`src/stq_pkg.sv`:
```
`timescale 1ns / 1ps
`default_nettype none
package stq_pkg;

	localparam int unsigned DEPTH_DEF     = 16;
	localparam int unsigned TIME_BITS_DEF = 64;

	localparam int unsigned OP_W    = 2;
	localparam int unsigned DELAY_W = 32;
	localparam int unsigned TID_W   = 4;
	localparam int unsigned KIND_W  = 2;
	localparam int unsigned TPM_W   = 16;
	localparam int unsigned SPAN_W  = DELAY_W + TPM_W;
	localparam int unsigned IN_W    = 40;
	localparam int unsigned OUT_W   = 8;
	localparam int unsigned ADDR_W  = 3;
	localparam int unsigned DATA_W  = 32;

	localparam logic [TPM_W-1:0] TPM_RESET = 16'd1000;
	localparam logic             REG_TPM   = 1'b0;

	localparam logic [OP_W-1:0] OP_TICK   = 2'd0;
	localparam logic [OP_W-1:0] OP_CREATE = 2'd1;
	localparam logic [OP_W-1:0] OP_CANCEL = 2'd2;

	localparam logic [KIND_W-1:0] KIND_CREATED = 2'd0;
	localparam logic [KIND_W-1:0] KIND_FULL    = 2'd1;
	localparam logic [KIND_W-1:0] KIND_CANCEL  = 2'd2;
	localparam logic [KIND_W-1:0] KIND_EXPIRED = 2'd3;

	localparam logic [1:0] CELL_HOLD   = 2'd0;
	localparam logic [1:0] CELL_INSERT = 2'd1;
	localparam logic [1:0] CELL_REMOVE = 2'd2;
	localparam logic [1:0] CELL_POP    = 2'd3;

	typedef struct packed {
		logic [1:0]       op;
		logic [TID_W-1:0] tid;
	} cell_ctl_t;

endpackage
`default_nettype wire

```
`src/stq_cell.sv`:
```
`timescale 1ns / 1ps
`default_nettype none
module stq_cell #(
	parameter int unsigned TIME_BITS = stq_pkg::TIME_BITS_DEF,
	parameter int unsigned ID_W      = $clog2(stq_pkg::DEPTH_DEF),
	parameter int unsigned IDX       = 0
) (
	input  logic                  clk,
	input  logic                  arst_n,
	input  stq_pkg::cell_ctl_t    ctl,
	input  logic [TIME_BITS-1:0]  new_dl,
	input  logic [ID_W-1:0]       new_own,
	input  logic [ID_W-1:0]       rm_pos,
	input  logic                  prev_gt,
	input  logic                  prev_valid,
	input  logic [TIME_BITS-1:0]  prev_dl,
	input  logic [ID_W-1:0]       prev_own,
	input  logic                  next_valid,
	input  logic [TIME_BITS-1:0]  next_dl,
	input  logic [ID_W-1:0]       next_own,
	output logic                  valid,
	output logic [TIME_BITS-1:0]  dl,
	output logic [ID_W-1:0]       own,
	output logic                  gt,
	output logic                  match
);
	import stq_pkg::*;

	localparam int unsigned CMP_W = (ID_W > TID_W) ? ID_W : TID_W;
	localparam logic [ID_W-1:0] MY_POS = ID_W'(IDX);

	logic                 valid_q;
	logic [TIME_BITS-1:0] dl_q;
	logic [ID_W-1:0]      own_q;
	logic                 take_new;
	logic                 take_prev;
	logic                 take_next;

	assign gt    = valid_q && (new_dl > dl_q);
	assign match = valid_q && (CMP_W'(own_q) == CMP_W'(ctl.tid));
	assign valid = valid_q;
	assign dl    = dl_q;
	assign own   = own_q;

	always_comb begin
		take_new  = 1'b0;
		take_prev = 1'b0;
		take_next = 1'b0;
		unique case (ctl.op)
			CELL_INSERT: begin
				take_new  = !gt && prev_gt;
				take_prev = !gt && !prev_gt;
			end
			CELL_REMOVE: take_next = (MY_POS >= rm_pos);
			CELL_POP:    take_next = 1'b1;
			default: ;
		endcase
	end

	always_ff @(posedge clk or negedge arst_n) begin
		if (!arst_n) begin
			valid_q <= 1'b0;
		end else if (take_new) begin
			valid_q <= 1'b1;
		end else if (take_prev) begin
			valid_q <= prev_valid;
		end else if (take_next) begin
			valid_q <= next_valid;
		end
	end

	always_ff @(posedge clk) begin
		if (take_new) begin
			dl_q  <= new_dl;
			own_q <= new_own;
		end else if (take_prev) begin
			dl_q  <= prev_dl;
			own_q <= prev_own;
		end else if (take_next) begin
			dl_q  <= next_dl;
			own_q <= next_own;
		end
	end

endmodule
`default_nettype wire

```
`config.mk`:
```
export PLATFORM = sky130hd
export DESIGN_NAME = stq_cell
export DESIGN_NICKNAME = d
export VERILOG_FILES = /design/src/stq_pkg.sv /design/src/stq_cell.sv
export SDC_FILE = /design/constraint.sdc
export NUM_CORES = 1
export LEC_CHECK = 0
export ABC_AREA = 1
export BUFFER_PORTS_ARGS = -buffer_cell sky130_fd_sc_hd__buf_2
export CELL_PAD_IN_SITES_DETAIL_PLACEMENT = 2
export CELL_PAD_IN_SITES_GLOBAL_PLACEMENT = 2
export CORE_ASPECT_RATIO = 2
export CORE_UTILIZATION = 27
export CTS_BUF_LIST = sky130_fd_sc_hd__clkbuf_4 sky130_fd_sc_hd__clkbuf_8
export CTS_CLUSTER_SIZE = 30
export DETAILED_ROUTE_END_ITERATION = 16
export GPL_ROUTABILITY_DRIVEN = 0
export PLACE_DENSITY = 0.95
export SETUP_SLACK_MARGIN = 0.05
export SLEW_MARGIN = 5
export SYNTH_ARGS = -nofsm -noshare
export SYNTH_HDL_FRONTEND = slang
export SYNTH_SLANG_ARGS = --single-unit
```
`constraint.sdc`:
```
create_clock -name clk -period 8 [get_ports clk]
set_input_delay 0.8 -clock clk [delete_from_list [all_inputs] [get_ports clk]]
set_output_delay 0.8 -clock clk [all_outputs]
set_load 0.005 [all_outputs]
```
==> out/qor.csv <==
metric,value,unit
h-tree-depth,3,
clkTransAtPathRegs,0.07,ns
crit_fanout,73,
skew,0.0146,ns
crit-reg2reg-launch,dl[5],
clkLatencyLatePin,0.37,ns
rows,73,
clockRootBuffer,clkbuf_8,
p_seq_frac,0.421,
finalSetupTns,0,ns
vdd_ir_drop_max,0.0629,mV
wl_per_cell,20.4,um
worstPathArrival,4.55,ns
swShare,0.358,
reg2reg_depth,17,
grt_max_degree,74,
clock-sinks,69,
worstSetupPathType,in -> reg,
maxCapViolCount,0,
layout.nets,1237,
viasPerCell,5.01,
die_x,103,um
synth_top_cell_by_area,edfxtp_1,
synthFlopType,edfxtp_1,
syn_inst,685,
yosysWarningCount,0,
yosysUniqueCellTypes,28,
grt_usage,0.243,
dieHeight,203,um
cts_resized,0,
finalHoldViolations,0,
post-dp-hpwl,19.5,mm
setup.worst_path.end_class,flip-flop,
clock.fmax,225,MHz
core-area,19900,um2
syn_nets,968,
fill_cells,2489,
ios,290,
synth_top_area_share,0.373,
antenna_found_initial,9,
synth_edf_count,68,
power_density,155,nW/um2
synthArstFlopShare,0.0145,
grt_pass1_vias,7175,
synth.area.top_cells,"edfxtp_1, ha_1, nand2_1, o211ai_1, a21oi_1",
clock_power_share,0.241,
syn_avg_cell_area,7.99,um2
portBuffers,289,
p_int,0.727,mW
vias,6167,
p_comb_frac,0.339,
area_growth,33.3,%
start_util,0.275,
detail_route.iter0.violations,155,
place_inst,1205,
synth_area,5470,um2
period_share,0.556,
drive_above_1_share,0.332,
numCtsBuffers,9,
tightest_slew,1.05,ns
antenna_left,0,
regArea,2070,um2
ctsHoldBuffers,0,
crit_start,new_dl[5],
drcViolationCount,0,
final_util,0.366,
cts_tree,yes,
grt.overflow.total,0,
slew_headroom,0.298,
post_cts_buffers,0,
seq_area_frac_synth,0.378,
finalSetupViolations,0,
dr.pass1.iters,4,
routed_wl,25.1,mm
r2r_setup_slack,3.68,ns
start_kind,primary input,
hp-class,in -> async,
fin_crit,4.44,ns
p_switching,0.406,mW
leakagePower,3.75,nW
fin_cells,1230,
ys_ff_latch,69,
cts_buffer_depth,2,
dieArea,20900,um2
outcome,finished clean,
rsz0062_at_grt,false,
report.final.slew_viol_count,0,
r2r_end,dl[25],
grt_pass1_wl,37.0,mm
synth_most_common_cell,nand2_1,
ys_top_cells_by_count,"nand2_1, a21oi_1, nor2_1",
required,8.11,ns
multi_input_area,2910,um2
-- per-stage QoR --
stage / hold slack (ns) / total power, mW / instance area [um2] / setup WS (ns)
after CTS: 0.182 / 1.15 / 7270 / 3.48
after floorplan: 0.504 / 0.681 / 5470 / 4.17
after global routing: 0.185 / 1.20 / 7300 / 3.24
final: 0.201 / 1.13 / 7300 / 3.56
after global placement: 0.584 / 0.843 / 7110 / 3.32
after detailed placement: 0.581 / 0.873 / 7110 / 3.15
-- power groups by stage --
stage          Combinational [mW]  Sequential [mW]  Clock [mW]
3_5_place_dp                0.388            0.486           0
5_1_grt                     0.430            0.481       0.294
4_1_cts                     0.391            0.477       0.283
6_report                    0.384            0.477       0.273
3_3_place_gp                0.361            0.482           0
2_1_floorplan               0.199            0.483           0
-- area by class of cell --
class / count / share of cell area
Timing Repair Buffer: 294 / 0.203
Sequential cell: 69 / 0.283
Antenna cell: 9 / 0.00309
Clock inverter: 3 / 0.00171
Clock buffer: 13 / 0.0211
Inverter: 86 / 0.0442
Multi-Input combinational cell: 494 / 0.398
Tap cell: 262 / 0.0449
-- worst max-delay path by stage --
| stage | to | slack (ns) | cells past startpoint |
|---|---|---|---|
| final | dl[25] | 3.56 | 17 |
| after global routing | dl[17] | 3.24 | 17 |
| after CTS | dl[25] | 3.48 | 14 |
| after detailed placement | dl[21] | 3.15 | 16 |
| after global placement | dl[12] | 3.32 | 14 |
| after floorplan | dl[0] | 4.17 | 13 |
-- worst max-delay path, stage by stage --
cell and delay, ns:
buf_2 0.12, ha_1 0.31, a21oi_1 0.16, nor2_1 0.08, nor2_1 0.14, nand2_1 0.08
nand2_1 0.07, nand2_1 0.10, nand2_1 0.08, nand2_1 0.08, nand2_1 0.07, nand2_1 0.08
nand2_4 0.70, nand3_2 0.85, buf_4 0.54, nor2_1 0.17, a21oi_1 0.08
-- per-layer routing --
| layer | part of all wire | up-vias | track usage |
|---|---|---|---|
| li1 | - | 2890 | - |
| met1 | 0.32 | 2972 | 0.216 |
| met2 | 0.58 | 229 | 0.481 |
| met3 | 0.038 | 76 | 0.0322 |
| met4 | 0.057 | 0 | 0.156 |
| met5 | 0 | - | 0 |
-- state kept, by name, summed over array words and instances (netlist names) --
signal,count
dl,64
own,4
valid,1
-- placed cells by master, fill, tap and decap left out, drive strengths merged --
cell,synthesis,final
a21oi,97,97
nor2,92,92
xnor2,2,2
dfrtp,1,1
nand4,5,5
o211ai,66,66
clkinv,1,4
edfxtp,68,68
nand3,8,8
nand2,139,139
o21bai,1,1
clkbuf,15,13
ha,64,64
or2,1,1
o21ai,7,7
nor3,4,4
inv,85,85
nor4,2,2
diode,0,9
o21a,3,3
xor2,2,2
a21o,1,1
buf,21,294
-- logic make-up (layout without fill, tap and decap cells) --
family	after synthesis	after routing	share of synthesized area
AO/OA/AOI/OAI	175	175	0.192
XOR/XNOR	4	4	0.00640
adder cells (fa/ha/maj)	64	64	0.146
buffers and inverters	122	396	0.0942
flip-flops	69	69	0.378
other	0	9	0
AND/OR/NAND/NOR	251	251	0.183
Power figures use the tool's default switching activity.
